**src/tpm_pkg.sv**
```systemverilog
`default_nettype none

package tpm_pkg;

   localparam int SAMPLE_BITS    = 16;
   localparam int LANES          = 4;
   localparam int WORD_BITS      = 64;
   localparam int CODES_PER_VOLT = 2048;
   localparam int GAIN_FULL      = 12;
   localparam int SUM_LIMIT      = 10 * CODES_PER_VOLT;
   localparam int OUT_BITS       = 16;
   localparam int GAIN_BITS      = 4;
   localparam int ADDR_BITS      = 4;
   localparam int DATA_BITS      = 32;

   // padded lane word, lane bits past the input word read as zero
   localparam int PAD_BITS = (LANES * SAMPLE_BITS > WORD_BITS) ? LANES * SAMPLE_BITS : WORD_BITS;

   // sample or the 1 V default, one bit wider so 2048 fits at narrow lanes
   localparam int S_W    = SAMPLE_BITS + 1;
   localparam int LEV_W  = SAMPLE_BITS + 1;
   localparam int TERM_W = S_W + GAIN_BITS + 1;
   localparam int ACC_W  = TERM_W + 2;
   localparam int MAG_W  = ACC_W;
   localparam int X_W    = MAG_W - 1;
   localparam int RECIP_K = X_W + 2;
   localparam logic [RECIP_K-1:0] RECIP =
      RECIP_K'(((64'd1 << RECIP_K) + 64'd2) / 64'd3);

   typedef enum logic [1:0] {
      MODE_OFF = 2'd0,
      MODE_ADD = 2'd1,
      MODE_INV = 2'd2
   } mode_type;

   typedef struct packed {
      logic next_high;
      logic fired;
   } schmitt_type;

   typedef struct packed {
      logic                     add_on;
      logic                     inv_on;
      logic signed [TERM_W-1:0] term;
   } chan_out_type;

   function automatic schmitt_type schmitt(input logic high, input logic signed [31:0] level);
      schmitt_type r;
      r.next_high = high;
      r.fired     = 1'b0;
      if (high) begin
         if (level <= 0) r.next_high = 1'b0;
      end else if (level >= CODES_PER_VOLT) begin
         r.next_high = 1'b1;
         r.fired     = 1'b1;
      end
      return r;
   endfunction

   function automatic logic signed [SAMPLE_BITS-1:0] lane(input logic [WORD_BITS-1:0] word,
                                                          input int idx);
      logic [PAD_BITS-1:0] padded;
      padded = PAD_BITS'(word);
      return padded[idx*SAMPLE_BITS +: SAMPLE_BITS];
   endfunction

endpackage

`default_nettype wire

```
**src/tpm_if.sv**
```systemverilog
`default_nettype none

interface tpm_req_if;
   logic                        valid;
   logic                        ready;
   logic [tpm_pkg::WORD_BITS-1:0] samples;
   logic [tpm_pkg::LANES-1:0]     plugged_mask;
   logic [tpm_pkg::WORD_BITS-1:0] add_levels;
   logic [tpm_pkg::WORD_BITS-1:0] invert_levels;
   logic [tpm_pkg::LANES-1:0]     add_buttons;
   logic [tpm_pkg::LANES-1:0]     invert_buttons;
   logic signed [15:0]            reset_level;

   modport source (output valid, samples, plugged_mask, add_levels, invert_levels,
                   add_buttons, invert_buttons, reset_level, input ready);
   modport sink   (input valid, samples, plugged_mask, add_levels, invert_levels,
                   add_buttons, invert_buttons, reset_level, output ready);
endinterface

interface tpm_rsp_if;
   logic                               valid;
   logic                               ready;
   logic signed [tpm_pkg::OUT_BITS-1:0] sum_out;
   logic signed [tpm_pkg::OUT_BITS-1:0] inverted_sum_out;
   logic [tpm_pkg::LANES-1:0]           add_mask;
   logic [tpm_pkg::LANES-1:0]           invert_mask;

   modport source  (output valid, sum_out, inverted_sum_out, add_mask, invert_mask,
                    input ready);
   modport sink    (input valid, sum_out, inverted_sum_out, add_mask, invert_mask,
                    output ready);
   modport monitor (input valid, ready, sum_out, inverted_sum_out, add_mask, invert_mask);
endinterface

`default_nettype wire

```
**src/four_channel_toggle_polarity_mixer_core.sv**
```systemverilog
// Stages: input register, sum register and output register, from an accepted request
//   transaction to a valid response. Throughput: one transaction per cycle unless the
//   response stalls; mode and trigger state turn over as stage 1 moves into stage 2.
// Reset (synchronous, active high): pipeline empty, all channels off, every Schmitt
//   trigger armed high, all gains 12.
`default_nettype none

module four_channel_toggle_polarity_mixer_core (
   input  wire logic                           clock,
   input  wire logic                           reset,
   tpm_req_if.sink                             req_chan,
   tpm_rsp_if.source                           rsp_chan,
   input  wire logic                           psel,
   input  wire logic                           penable,
   input  wire logic                           pwrite,
   input  wire logic [tpm_pkg::ADDR_BITS-1:0]  paddr,
   input  wire logic [tpm_pkg::DATA_BITS-1:0]  pwdata,
   output logic      [tpm_pkg::DATA_BITS-1:0]  prdata,
   output logic                                pready
);

   localparam int L  = tpm_pkg::LANES;

   // ---------------------------------------------------------------- config
   logic [tpm_pkg::GAIN_BITS-1:0] gain_ff [L];
   logic [1:0]                    csr_idx;

   assign csr_idx = paddr[3:2];
   assign pready  = 1'b1;
   assign prdata  = tpm_pkg::DATA_BITS'(gain_ff[csr_idx]);

   always_ff @(posedge clock) begin
      if (reset) begin
         for (int i = 0; i < L; i++) gain_ff[i] <= tpm_pkg::GAIN_BITS'(tpm_pkg::GAIN_FULL);
      end else if (psel && penable && pwrite && pready) begin
         gain_ff[csr_idx] <= pwdata[tpm_pkg::GAIN_BITS-1:0];
      end
   end

   // ---------------------------------------------------------- pipe control
   // Each stage loads when empty or when the stage after it moves.
   logic v1_ff, v2_ff, v3_ff;
   logic rdy1, rdy2, rdy3;
   logic fire1;

   assign rdy3  = !v3_ff || rsp_chan.ready;
   assign rdy2  = !v2_ff || rdy3;
   assign rdy1  = !v1_ff || rdy2;
   assign fire1 = v1_ff && rdy2;   // state advances here, one transaction per edge when stage 2 can load

   assign req_chan.ready = rdy1;

   always_ff @(posedge clock) begin
      if (reset) begin
         v1_ff <= 1'b0;
         v2_ff <= 1'b0;
         v3_ff <= 1'b0;
      end else begin
         if (rdy1) v1_ff <= req_chan.valid;
         if (rdy2) v2_ff <= v1_ff;
         if (rdy3) v3_ff <= v2_ff;
      end
   end

   // ------------------------------------------------------- stage 1: input
   logic [tpm_pkg::WORD_BITS-1:0] samples_ff, add_lev_ff, inv_lev_ff;
   logic [L-1:0]                  plugged_ff, add_btn_ff, inv_btn_ff;
   logic signed [15:0]            rst_lev_ff;

   always_ff @(posedge clock) begin
      if (req_chan.valid && rdy1) begin
         samples_ff <= req_chan.samples;
         add_lev_ff <= req_chan.add_levels;
         inv_lev_ff <= req_chan.invert_levels;
         plugged_ff <= req_chan.plugged_mask;
         add_btn_ff <= req_chan.add_buttons;
         inv_btn_ff <= req_chan.invert_buttons;
         rst_lev_ff <= req_chan.reset_level;
      end
   end

   // ------------------------------------ stage 2: triggers, modes and sum
   // Reset trigger is evaluated with the rest but clears modes only for the next
   // transaction; this one still sums and reports the pre-clear modes.
   logic                  rst_high_ff;
   tpm_pkg::schmitt_type  rst_trig;
   tpm_pkg::chan_out_type ch_res [L];

   assign rst_trig = tpm_pkg::schmitt(rst_high_ff, 32'(rst_lev_ff));

   always_ff @(posedge clock) begin
      if (reset) begin
         rst_high_ff <= 1'b1;
      end else if (fire1) begin
         rst_high_ff <= rst_trig.next_high;
      end
   end

   for (genvar i = 0; i < L; i++) begin : g_ch
      tpm_channel u_ch (
         .clock      (clock),
         .reset      (reset),
         .fire       (fire1),
         .clear      (rst_trig.fired),
         .add_level  (tpm_pkg::lane(add_lev_ff, i)),
         .add_button (add_btn_ff[i]),
         .inv_level  (tpm_pkg::lane(inv_lev_ff, i)),
         .inv_button (inv_btn_ff[i]),
         .sample     (tpm_pkg::lane(samples_ff, i)),
         .plugged    (plugged_ff[i]),
         .gain       (gain_ff[i]),
         .res        (ch_res[i])
      );
   end

   logic signed [tpm_pkg::ACC_W-1:0] acc_in, acc_ff;
   logic [L-1:0]                     amask_in, imask_in, amask_ff, imask_ff;

   always_comb begin
      acc_in = '0;
      for (int i = 0; i < L; i++) begin
         acc_in      = acc_in + tpm_pkg::ACC_W'(ch_res[i].term);
         amask_in[i] = ch_res[i].add_on;
         imask_in[i] = ch_res[i].inv_on;
      end
   end

   always_ff @(posedge clock) begin
      if (rdy2) begin
         acc_ff   <= acc_in;
         amask_ff <= amask_in;
         imask_ff <= imask_in;
      end
   end

   // ------------------------------ stage 3: divide by 12, round, saturate
   // |acc|/12 rounded half away from zero = floor(floor((|acc|+6)/4)/3);
   // the divide by 3 is a reciprocal multiply, exact over the whole range.
   logic                                   neg;
   logic [tpm_pkg::MAG_W-1:0]              mag;
   logic [tpm_pkg::MAG_W:0]                mag_r;
   logic [tpm_pkg::X_W-1:0]                x_val, q_val;
   logic [tpm_pkg::X_W+tpm_pkg::RECIP_K-1:0] q_prod;
   logic [tpm_pkg::OUT_BITS-1:0]           sat;
   logic signed [tpm_pkg::OUT_BITS-1:0]    sum_in;

   assign neg    = acc_ff[tpm_pkg::ACC_W-1];
   assign mag    = neg ? tpm_pkg::MAG_W'(-acc_ff) : tpm_pkg::MAG_W'(acc_ff);
   assign mag_r  = {1'b0, mag} + (tpm_pkg::MAG_W+1)'(tpm_pkg::GAIN_FULL / 2);
   assign x_val  = mag_r[tpm_pkg::MAG_W:2];
   assign q_prod = x_val * tpm_pkg::RECIP;
   assign q_val  = q_prod[tpm_pkg::X_W+tpm_pkg::RECIP_K-1:tpm_pkg::RECIP_K];
   assign sat    = (q_val > tpm_pkg::X_W'(tpm_pkg::SUM_LIMIT))
                 ? tpm_pkg::OUT_BITS'(tpm_pkg::SUM_LIMIT) : q_val[tpm_pkg::OUT_BITS-1:0];
   assign sum_in = neg ? -$signed(sat) : $signed(sat);

   logic signed [tpm_pkg::OUT_BITS-1:0] sum_ff, inv_sum_ff;
   logic [L-1:0]                        amask_o_ff, imask_o_ff;

   always_ff @(posedge clock) begin
      if (rdy3) begin
         sum_ff     <= sum_in;
         inv_sum_ff <= -sum_in;
         amask_o_ff <= amask_ff;
         imask_o_ff <= imask_ff;
      end
   end

   assign rsp_chan.valid            = v3_ff;
   assign rsp_chan.sum_out          = sum_ff;
   assign rsp_chan.inverted_sum_out = inv_sum_ff;
   assign rsp_chan.add_mask         = amask_o_ff;
   assign rsp_chan.invert_mask      = imask_o_ff;

endmodule

`default_nettype wire

```
**src/tpm_channel.sv**
```systemverilog
`default_nettype none

module tpm_channel (
   input  wire logic                                  clock,
   input  wire logic                                  reset,
   input  wire logic                                  fire,
   input  wire logic                                  clear,
   input  wire logic signed [tpm_pkg::SAMPLE_BITS-1:0] add_level,
   input  wire logic                                  add_button,
   input  wire logic signed [tpm_pkg::SAMPLE_BITS-1:0] inv_level,
   input  wire logic                                  inv_button,
   input  wire logic signed [tpm_pkg::SAMPLE_BITS-1:0] sample,
   input  wire logic                                  plugged,
   input  wire logic [tpm_pkg::GAIN_BITS-1:0]         gain,
   output tpm_pkg::chan_out_type                      res
);

   tpm_pkg::mode_type    mode_ff;
   logic                 add_high_ff;
   logic                 inv_high_ff;

   tpm_pkg::mode_type    mode_a;
   tpm_pkg::mode_type    mode_b;
   tpm_pkg::schmitt_type add_schmitt;
   tpm_pkg::schmitt_type inv_schmitt;
   logic signed [tpm_pkg::LEV_W-1:0]        add_sum;
   logic signed [tpm_pkg::LEV_W-1:0]        inv_sum;
   logic signed [tpm_pkg::S_W-1:0]          s_val;
   logic [tpm_pkg::GAIN_BITS-1:0]           g_val;
   logic signed [tpm_pkg::S_W+tpm_pkg::GAIN_BITS:0] prod;

   // button adds one volt to the trigger level
   assign add_sum = tpm_pkg::LEV_W'(add_level)
                  + (add_button ? tpm_pkg::LEV_W'(tpm_pkg::CODES_PER_VOLT) : '0);
   assign inv_sum = tpm_pkg::LEV_W'(inv_level)
                  + (inv_button ? tpm_pkg::LEV_W'(tpm_pkg::CODES_PER_VOLT) : '0);

   assign add_schmitt = tpm_pkg::schmitt(add_high_ff, 32'(add_sum));
   assign inv_schmitt = tpm_pkg::schmitt(inv_high_ff, 32'(inv_sum));

   always_comb begin
      mode_a = mode_ff;
      if (add_schmitt.fired) begin
         mode_a = (mode_ff == tpm_pkg::MODE_ADD) ? tpm_pkg::MODE_OFF : tpm_pkg::MODE_ADD;
      end
      mode_b = mode_a;
      if (inv_schmitt.fired) begin
         mode_b = (mode_a == tpm_pkg::MODE_INV) ? tpm_pkg::MODE_OFF : tpm_pkg::MODE_INV;
      end
   end

   // unplugged jack reads as 1 V; gain codes above twelve act as twelve
   assign s_val = plugged ? tpm_pkg::S_W'(sample) : tpm_pkg::S_W'(tpm_pkg::CODES_PER_VOLT);
   assign g_val = (gain > tpm_pkg::GAIN_BITS'(tpm_pkg::GAIN_FULL))
                ? tpm_pkg::GAIN_BITS'(tpm_pkg::GAIN_FULL) : gain;
   assign prod  = s_val * $signed({1'b0, g_val});

   always_comb begin
      res.add_on = 1'b0;
      res.inv_on = 1'b0;
      res.term   = '0;
      unique case (mode_b)
         tpm_pkg::MODE_ADD: begin
            res.add_on = 1'b1;
            res.term   = tpm_pkg::TERM_W'(prod);
         end
         tpm_pkg::MODE_INV: begin
            res.inv_on = 1'b1;
            res.term   = -tpm_pkg::TERM_W'(prod);
         end
         default: begin
            res.term = '0;
         end
      endcase
   end

   always_ff @(posedge clock) begin
      if (reset) begin
         mode_ff     <= tpm_pkg::MODE_OFF;
         add_high_ff <= 1'b1;
         inv_high_ff <= 1'b1;
      end else if (fire) begin
         add_high_ff <= add_schmitt.next_high;
         inv_high_ff <= inv_schmitt.next_high;
         mode_ff     <= clear ? tpm_pkg::MODE_OFF : mode_b;
      end
   end

endmodule

`default_nettype wire

```
**src/flat_wrapper.sv**
```systemverilog
// flat-port wrapper written by rule: the top's interface ports become plain ports
module four_channel_toggle_polarity_mixer_core_flat 
  (clock, reset, psel, penable, pwrite, paddr, pwdata, prdata, pready, req_chan_valid, req_chan_samples, req_chan_plugged_mask, req_chan_add_levels, req_chan_invert_levels, req_chan_add_buttons, req_chan_invert_buttons, req_chan_reset_level, req_chan_ready, rsp_chan_valid, rsp_chan_sum_out, rsp_chan_inverted_sum_out, rsp_chan_add_mask, rsp_chan_invert_mask, rsp_chan_ready);
  tpm_req_if req_chan_i ();
  tpm_rsp_if rsp_chan_i ();
  input  wire logic clock;
  input  wire logic reset;
  input  wire logic psel;
  input  wire logic penable;
  input  wire logic pwrite;
  input  wire logic [tpm_pkg::ADDR_BITS-1:0] paddr;
  input  wire logic [tpm_pkg::DATA_BITS-1:0] pwdata;
  output logic      [tpm_pkg::DATA_BITS-1:0] prdata;
  output logic pready;
  input wire logic [$bits(req_chan_i.valid)-1:0] req_chan_valid;
  input wire logic [$bits(req_chan_i.samples)-1:0] req_chan_samples;
  input wire logic [$bits(req_chan_i.plugged_mask)-1:0] req_chan_plugged_mask;
  input wire logic [$bits(req_chan_i.add_levels)-1:0] req_chan_add_levels;
  input wire logic [$bits(req_chan_i.invert_levels)-1:0] req_chan_invert_levels;
  input wire logic [$bits(req_chan_i.add_buttons)-1:0] req_chan_add_buttons;
  input wire logic [$bits(req_chan_i.invert_buttons)-1:0] req_chan_invert_buttons;
  input wire logic [$bits(req_chan_i.reset_level)-1:0] req_chan_reset_level;
  output wire logic [$bits(req_chan_i.ready)-1:0] req_chan_ready;
  output wire logic [$bits(rsp_chan_i.valid)-1:0] rsp_chan_valid;
  output wire logic [$bits(rsp_chan_i.sum_out)-1:0] rsp_chan_sum_out;
  output wire logic [$bits(rsp_chan_i.inverted_sum_out)-1:0] rsp_chan_inverted_sum_out;
  output wire logic [$bits(rsp_chan_i.add_mask)-1:0] rsp_chan_add_mask;
  output wire logic [$bits(rsp_chan_i.invert_mask)-1:0] rsp_chan_invert_mask;
  input wire logic [$bits(rsp_chan_i.ready)-1:0] rsp_chan_ready;
  assign req_chan_i.valid = req_chan_valid;
  assign req_chan_i.samples = req_chan_samples;
  assign req_chan_i.plugged_mask = req_chan_plugged_mask;
  assign req_chan_i.add_levels = req_chan_add_levels;
  assign req_chan_i.invert_levels = req_chan_invert_levels;
  assign req_chan_i.add_buttons = req_chan_add_buttons;
  assign req_chan_i.invert_buttons = req_chan_invert_buttons;
  assign req_chan_i.reset_level = req_chan_reset_level;
  assign req_chan_ready = req_chan_i.ready;
  assign rsp_chan_valid = rsp_chan_i.valid;
  assign rsp_chan_sum_out = rsp_chan_i.sum_out;
  assign rsp_chan_inverted_sum_out = rsp_chan_i.inverted_sum_out;
  assign rsp_chan_add_mask = rsp_chan_i.add_mask;
  assign rsp_chan_invert_mask = rsp_chan_i.invert_mask;
  assign rsp_chan_i.ready = rsp_chan_ready;
  four_channel_toggle_polarity_mixer_core u_core (.clock(clock), .reset(reset), .req_chan(req_chan_i), .rsp_chan(rsp_chan_i), .psel(psel), .penable(penable), .pwrite(pwrite), .paddr(paddr), .pwdata(pwdata), .prdata(prdata), .pready(pready));
endmodule
```
**config.mk**
```make
export PLATFORM = sky130hd
export DESIGN_NAME = four_channel_toggle_polarity_mixer_core_flat
export DESIGN_NICKNAME = d
export VERILOG_FILES = /design/src/tpm_pkg.sv /design/src/tpm_if.sv /design/src/four_channel_toggle_polarity_mixer_core.sv /design/src/tpm_channel.sv /design/src/flat_wrapper.sv
export SDC_FILE = /design/constraint.sdc
export NUM_CORES = 2
export LEC_CHECK = 0
export BUFFER_PORTS_ARGS = -buffer_cell sky130_fd_sc_hd__buf_2
export CAP_MARGIN = 20
export CORE_MARGIN = 4
export CORE_UTILIZATION = 30
export DETAILED_ROUTE_END_ITERATION = 8
export PLACE_DENSITY = 0.46
export SYNTH_ARGS = -nofsm -noshare
export SYNTH_HDL_FRONTEND = slang
export SYNTH_HIERARCHICAL = 1
export SYNTH_SLANG_ARGS = --single-unit
```
**constraint.sdc**
```tcl
create_clock -name clock -period 23 [get_ports clock]
set_input_delay 5.75 -clock clock [delete_from_list [all_inputs] [get_ports clock]]
set_output_delay 5.75 -clock clock [all_outputs]
set_load 0.05 [all_outputs]
```
Word-level counts from Yosys, hierarchy flattened
Memory sizes are Yosys's and may differ from the RTL's.
Cells that the tools add are included.
{"block": "word_totals", "ff_bits": 312, "latch_bits": 0, "mem_bits_rw": 16, "romBits": 0, "in_bits": 263, "elab_cells": 200, "n_memories": 1}
{"block": "classes", "n_addsub": 19, "n_mul": 5, "div_mod_pow": 0, "order_cmp": 23, "eq_ne": 16, "shifts": 0, "mux": 95, "bitwise": 0, "reduce_logical": 11}
{"name": "u_core.gain_ff", "words": 4, "width": 4, "rd": 5, "rd_clocked_by_memory_dff": 0, "write_ports": 4, "line": "four_channel_toggle_polarity_mixer_core.sv:25", "text": "logic [tpm_pkg::GAIN_BITS-1:0] gain_ff [L];"}
{"op": "22-bit one-hot mux with 2 select lines", "count": 4}
{"op": "16-bit by 13-bit adder with 17-bit output", "count": 8}
{"op": "17-bit by 13-bit greater-or-equal comparator with 1-bit output (second input constant)", "count": 8}
{"op": "17-bit by 1-bit less-or-equal comparator with 1-bit output (second input constant)", "count": 8}
{"op": "12-bit two-way mux", "count": 8}
{"op": "17-bit by 5-bit multiplier with 22-bit output", "count": 4}
{"op": "22-bit negator", "count": 4}
{"op": "17-bit two-way mux", "count": 4}
{"op": "2-bit two-way mux", "count": 26}
{"op": "23-bit by 24-bit multiplier with 47-bit output (second input constant)", "count": 1}
{"op": "1-bit two-way mux", "count": 45}
{"op": "16-bit two-way mux", "count": 2}
{"op": "16-bit negator", "count": 2}
{"op": "24-bit by 3-bit adder with 25-bit output (second input constant)", "count": 1}
{"op": "23-bit by 22-bit adder with 24-bit output", "count": 1}
{"op": "24-bit by 22-bit adder with 24-bit output", "count": 1}
{"op": "24-bit two-way mux", "count": 1}
{"op": "24-bit negator", "count": 1}
{"op": "22-bit by 22-bit adder with 23-bit output", "count": 1}
{"op": "22-bit by 15-bit > comparator with 1-bit output (second input constant)", "count": 1}
{"op": "4-bit two-way mux", "count": 5}
{"op": "2-bit by 1-bit equality test with 1-bit output (second input constant)", "count": 8}
{"op": "2-bit equality test (second input constant)", "count": 8}
{"op": "16-bit by 13-bit greater-or-equal comparator with 1-bit output (second input constant)", "count": 1}
{"op": "6 further kinds", "count": 16}

Longest topological paths before layout
{"block": "logic_depth", "word_depth": 14, "ltp_mapped": 53}

Modules after synthesis
Netlist, hierarchy kept.
{"module": "four_channel_toggle_polarity_mixer_core", "n_inst": 1, "cells_each": 1725, "area_each_um2": 21615.7}
{"module": "tpm_channel (u_core.g_ch[0].u_ch)", "n_inst": 1, "cells_each": 535, "area_each_um2": 3987.6}
{"module": "tpm_channel (u_core.g_ch[3].u_ch)", "n_inst": 1, "cells_each": 537, "area_each_um2": 3978.8}
{"module": "tpm_channel (u_core.g_ch[1].u_ch)", "n_inst": 1, "cells_each": 532, "area_each_um2": 3941.3}
{"module": "tpm_channel (u_core.g_ch[2].u_ch)", "n_inst": 1, "cells_each": 519, "area_each_um2": 3885.0}

Least setup slack after synthesis
No wires, ideal clock.
{"block": "synth_timing", "path_type": "input -> register", "start": "input port rsp_chan_ready", "end": "register u_core.add_btn_ff[0] (enable)", "arrival_ns": 16.766, "slack_ns": 5.302, "stages": 2, "cell_sequence": "nor2b_1 -> a31oi_1"}
{"block": "synth_between", "elab_chain_len": 4}
{"item": "start: declaration", "line": "flat_wrapper.sv:29", "text": "input wire logic [$bits(rsp_chan_i.ready)-1:0] rsp_chan_ready;"}
{"item": "1-bit logical OR", "line": "four_channel_toggle_polarity_mixer_core.sv:46", "text": "assign rdy3 = !v3_ff || rsp_chan.ready;"}
{"item": "1-bit logical OR", "line": "four_channel_toggle_polarity_mixer_core.sv:47", "text": "assign rdy2 = !v2_ff || rdy3;"}
{"item": "1-bit logical OR", "line": "four_channel_toggle_polarity_mixer_core.sv:48", "text": "assign rdy1 = !v1_ff || rdy2;"}
{"item": "1-bit logical AND", "line": "four_channel_toggle_polarity_mixer_core.sv:71", "text": "if (req_chan.valid && rdy1) begin"}
{"item": "end signal: assignment", "line": "four_channel_toggle_polarity_mixer_core.sv:76", "text": "add_btn_ff <= req_chan.add_buttons;"}
{"item": "end: declaration", "line": "four_channel_toggle_polarity_mixer_core.sv:67", "text": "logic [L-1:0] plugged_ff, add_btn_ff, inv_btn_ff;"}
Every way passes these cells.
A chain may end at the register's enable or synchronous reset.

Worst setup path after layout
{"block": "layout_timing", "start": "register u_core/acc_ff[3] (netlist name)", "end": "register u_core.inv_sum_ff (netlist bit u_core/rsp_chan.inverted_sum_out[14]) (data pin)"}
{"block": "layout_between", "elab_chain_len": 9}
{"item": "start: declaration", "line": "four_channel_toggle_polarity_mixer_core.sv:116", "text": "logic signed [tpm_pkg::ACC_W-1:0] acc_in, acc_ff;"}
{"item": "start signal: assignment", "line": "four_channel_toggle_polarity_mixer_core.sv:130", "text": "acc_ff <= acc_in;"}
{"item": "24-bit negator", "line": "four_channel_toggle_polarity_mixer_core.sv:148", "text": "assign mag = neg ? tpm_pkg::MAG_W'(-acc_ff) : tpm_pkg::MAG_W'(acc_ff);"}
{"item": "24-bit two-way mux *", "line": "four_channel_toggle_polarity_mixer_core.sv:148"}
{"item": "24-bit by 3-bit adder with 25-bit output *", "line": "four_channel_toggle_polarity_mixer_core.sv:149", "text": "assign mag_r = {1'b0, mag} + (tpm_pkg::MAG_W+1)'(tpm_pkg::GAIN_FULL / 2);"}
{"item": "23-bit by 24-bit multiplier with 47-bit output *", "line": "four_channel_toggle_polarity_mixer_core.sv:151", "text": "assign q_prod = x_val * tpm_pkg::RECIP;"}
{"item": "22-bit by 15-bit > comparator with 1-bit output", "line": "four_channel_toggle_polarity_mixer_core.sv:153", "text": "assign sat = (q_val > tpm_pkg::X_W'(tpm_pkg::SUM_LIMIT))"}
{"item": "16-bit two-way mux *", "line": "four_channel_toggle_polarity_mixer_core.sv:154", "text": "? tpm_pkg::OUT_BITS'(tpm_pkg::SUM_LIMIT) : q_val[tpm_pkg::OUT_BITS-1:0];"}
{"item": "16-bit negator", "line": "four_channel_toggle_polarity_mixer_core.sv:155", "text": "assign sum_in = neg ? -$signed(sat) : $signed(sat);"}
{"item": "16-bit two-way mux *", "line": "four_channel_toggle_polarity_mixer_core.sv:155"}
{"item": "16-bit negator *", "line": "four_channel_toggle_polarity_mixer_core.sv:163", "text": "inv_sum_ff <= -sum_in;"}
{"item": "end signal: assignment", "line": "four_channel_toggle_polarity_mixer_core.sv:163"}
{"item": "end: declaration", "line": "four_channel_toggle_polarity_mixer_core.sv:157", "text": "logic signed [tpm_pkg::OUT_BITS-1:0] sum_ff, inv_sum_ff;"}
Every way passes the cells marked *; elsewhere a longest branch is shown, timed or not.

==> impl_metrics.ini <==
[drt]
wl_per_cell_um = 16.6
via_count = 28100
ant_nets = 0
vias_per_cell = 4.89
drc_errors = 0
firstDrtPassIters = 5
drtIter0Drc = 1196
wl_um = 95700

[sta]
whs_ps = 395
setup_tns_ps = 0
max_slew_margin = 0.379
max_freq_mhz = 68.9
min_period_ps = 14510
slew_violations = 0
fin_ws_ps = 8490
tightestPinTransition_ps = 932
finalSetupViolCount = 0
clock_skew_ps = 52.6
finalCritPeriodShare = 0.631
rsz0062_at_grt = false
hold_viol = 0

[power]
power.net_switching_w = 0.00116
p_comb_frac = 0.471
ir_worst_vdd_uv = 81.2
power.share.sequential = 0.266
switching_share = 0.414
p_per_area_nw_per_um2 = 66.7
intPower_w = 0.00164
p_clk_frac = 0.264
total_leakage_power_nw = 20.0

[cells_and_area]
syn_to_final_growth_pct = 12.2
regArea_um2 = 9620
stdcell_count = 5756
post_route_cells_drive_above_1_share = 0.114
multi_input_area_um2 = 25000
nFillCells = 12800
nets = 5065
fin_util = 0.339

[grt]
grt_pass1_vias = 29200
grt-ovfl-total = 0
grt_max_degree = 72
antenna_found_initial = 20
gr-usage-all-layers = 0.148
grt_pass1_wl_um = 157000

[synthesis]
synth_warnings = 6
synth.most_common_cell = inv_1
ys_ff_latch = 327
syn_area_per_cell_um2 = 9.72
syn-cell-area_um2 = 37400
ys_seq_area_frac = 0.257
synth_flop_cell = edfxtp_1
synth-edff-count = 307
synth.area.top_cells = edfxtp_1 (25%), fa_1 (17%), ha_1 (13%)
synth_commonest_cells = inv_1 (573), ha_1 (402), fa_1 (324)
synthCells = 3848
yosysTopAreaCell = edfxtp_1
ys_async_sr_fraction = 0
synth_cell_types = 132
synth_top_area_frac = 0.246

[worst_setup_path]
criticalPathCategory = reg2reg
slowest_delay_ps = 700
critPathMaxFanout = 15
critPathSlowestCell = o31ai_1
crit_path_end_kind = register
startpoint_type = register
cp.arrival_ps = 14830
required_ps = 23330

[placed_design]
hpwlAfterDp_um = 79400
portBuffers = 278
pre_cts_slack_ps = 8410
dp_cells = 5666
place_congestion = 0.810

[die]
io_pins = 338
coreArea_um2 = 124000
start_util = 0.302
die-height_um = 361
die_w_um = 361
rows = 129
die_area_um2 = 130000

[job]
drv_cap = 0

[outcome]
status = finished, final reports clean

[clock_network]
clk_latency_ps = 650
cts_buffer_depth = 3
postCtsHoldBufs = 0
clk_pin_slew_ps = 80
cts-root-buf = clkbuf_16
h-tree-depth = 2
numCtsBuffers = 44
cts_setup_buffers = 0
cts_tree = yes
ctsResizeCount = 0
cts.sinks = 327

[worst_hold_path]
hp-class = reg2reg
[cell type report]
type | instances | share of cell area
multi-input combinational | 2828 | 0.596
sequential | 327 | 0.229
inverter | 573 | 0.0512
tap | 1637 | 0.0488
timing repair buffer | 302 | 0.0374
clock buffer | 56 | 0.0283
clock inverter | 26 | 0.00885
antenna | 7 | 0.000417
[power by group through the flow]
stage	registers, W	logic (W)	clock network (W)
2_1_floorplan	0.000798	0.000982	0
3_3_place_gp	0.000757	0.00133	0
3_5_place_dp	0.000758	0.00133	0
4_1_cts	0.000746	0.00134	0.000774
5_1_grt	0.000750	0.00151	0.000796
6_report	0.000744	0.00132	0.000738
[cell families after synthesis]
kind of cell    after synthesis  synth area share
compound gates              727             0.141
simple gates               1153             0.169
fa+ha+maj                   726             0.308
buf+inv                     723            0.0775
other cells                   2          0.000201
flops                       327             0.257
mux                          17           0.00615
xor+xnor                    173            0.0411
[state kept, by name (all words and copies together), names as in the netlist]
name	count
u_core/add_lev_ff	64
u_core/inv_lev_ff	64
u_core/samples_ff	64
u_core/acc_ff	24
u_core/gain_ff	16
u_core/rsp_chan.sum_out	16
u_core/rst_lev_ff	16
u_core/rsp_chan.inverted_sum_out	15
u_core/g_ch.u_ch/mode_ff	8
u_core/add_btn_ff	4
u_core/amask_ff	4
u_core/g_ch.u_ch/add_high_ff	4
u_core/g_ch.u_ch/inv_high_ff	4
u_core/imask_ff	4
u_core/inv_btn_ff	4
u_core/plugged_ff	4
u_core/rsp_chan.add_mask	4
u_core/rsp_chan.invert_mask	4
u_core/rsp_chan.valid	1
u_core/rst_high_ff	1
u_core/v1_ff	1
u_core/v2_ff	1
[final timing paths]
| path | start | to | slack [ps] | cells after the start |
|---|---|---|---|---|
| hold reg to reg | u_core/imask_ff[2]$_DFFE_PP_ | u_core/rsp_chan.invert_mask[2]$_DFFE_PP_ | 400 | 0 |
| setup / recovery | u_core/acc_ff[3]$_DFFE_PP_ | u_core/rsp_chan.inverted_sum_out[14]$_DFFE_PP_ | 8490 | 44 |
| hold / removal | u_core/imask_ff[2]$_DFFE_PP_ | u_core/rsp_chan.invert_mask[2]$_DFFE_PP_ | 400 | 0 |
| setup reg to reg | u_core/acc_ff[3]$_DFFE_PP_ | u_core/rsp_chan.inverted_sum_out[14]$_DFFE_PP_ | 8490 | 44 |
[routing by layer]
metal	GRT usage	vias up	wire, um
met5	0	-	150
met4	0.0301	22	1800
met3	0.0249	118	3930
met2	0.268	415	48200
met1	0.184	13600	41700
li1	-	14000	-
[cell usage in the layout (no fill, tap or decap), types with 49 or more instances in the layout]
master	count
a21o_1	84
a21oi_1	140
and2_1	100
and3_1	164
buf_2	279
edfxtp_1	307
fa_1	324
ha_1	402
inv_1	572
nand2_1	212
nand3_1	72
nor2_1	208
nor3_1	69
nor4_1	49
o21ai_0	92
xnor2_1	100
xor2_1	71
[critical path, delay by kind of cell (launching register included)]
| family | cells | cell delay [ps] |
|---|---|---|
| AO/OA/AOI/OAI | 15 | 5160 |
| XOR/XNOR | 2 | 340 |
| buffers and inverters | 6 | 330 |
| flip-flops | 1 | 490 |
| AND/OR/NAND/NOR | 11 | 3610 |
| adder cells (fa/ha/maj) | 10 | 4310 |
[stage by stage]
stage                     instance area, um2  total power [W]
after global placement                 40400          0.00209
after floorplan                        37500          0.00178
after global routing                   42000          0.00306
final                                  42000          0.00280
after CTS                              42000          0.00286
after detailed placement               40400          0.00209
Note: power is estimated with default switching activity, not from simulation.
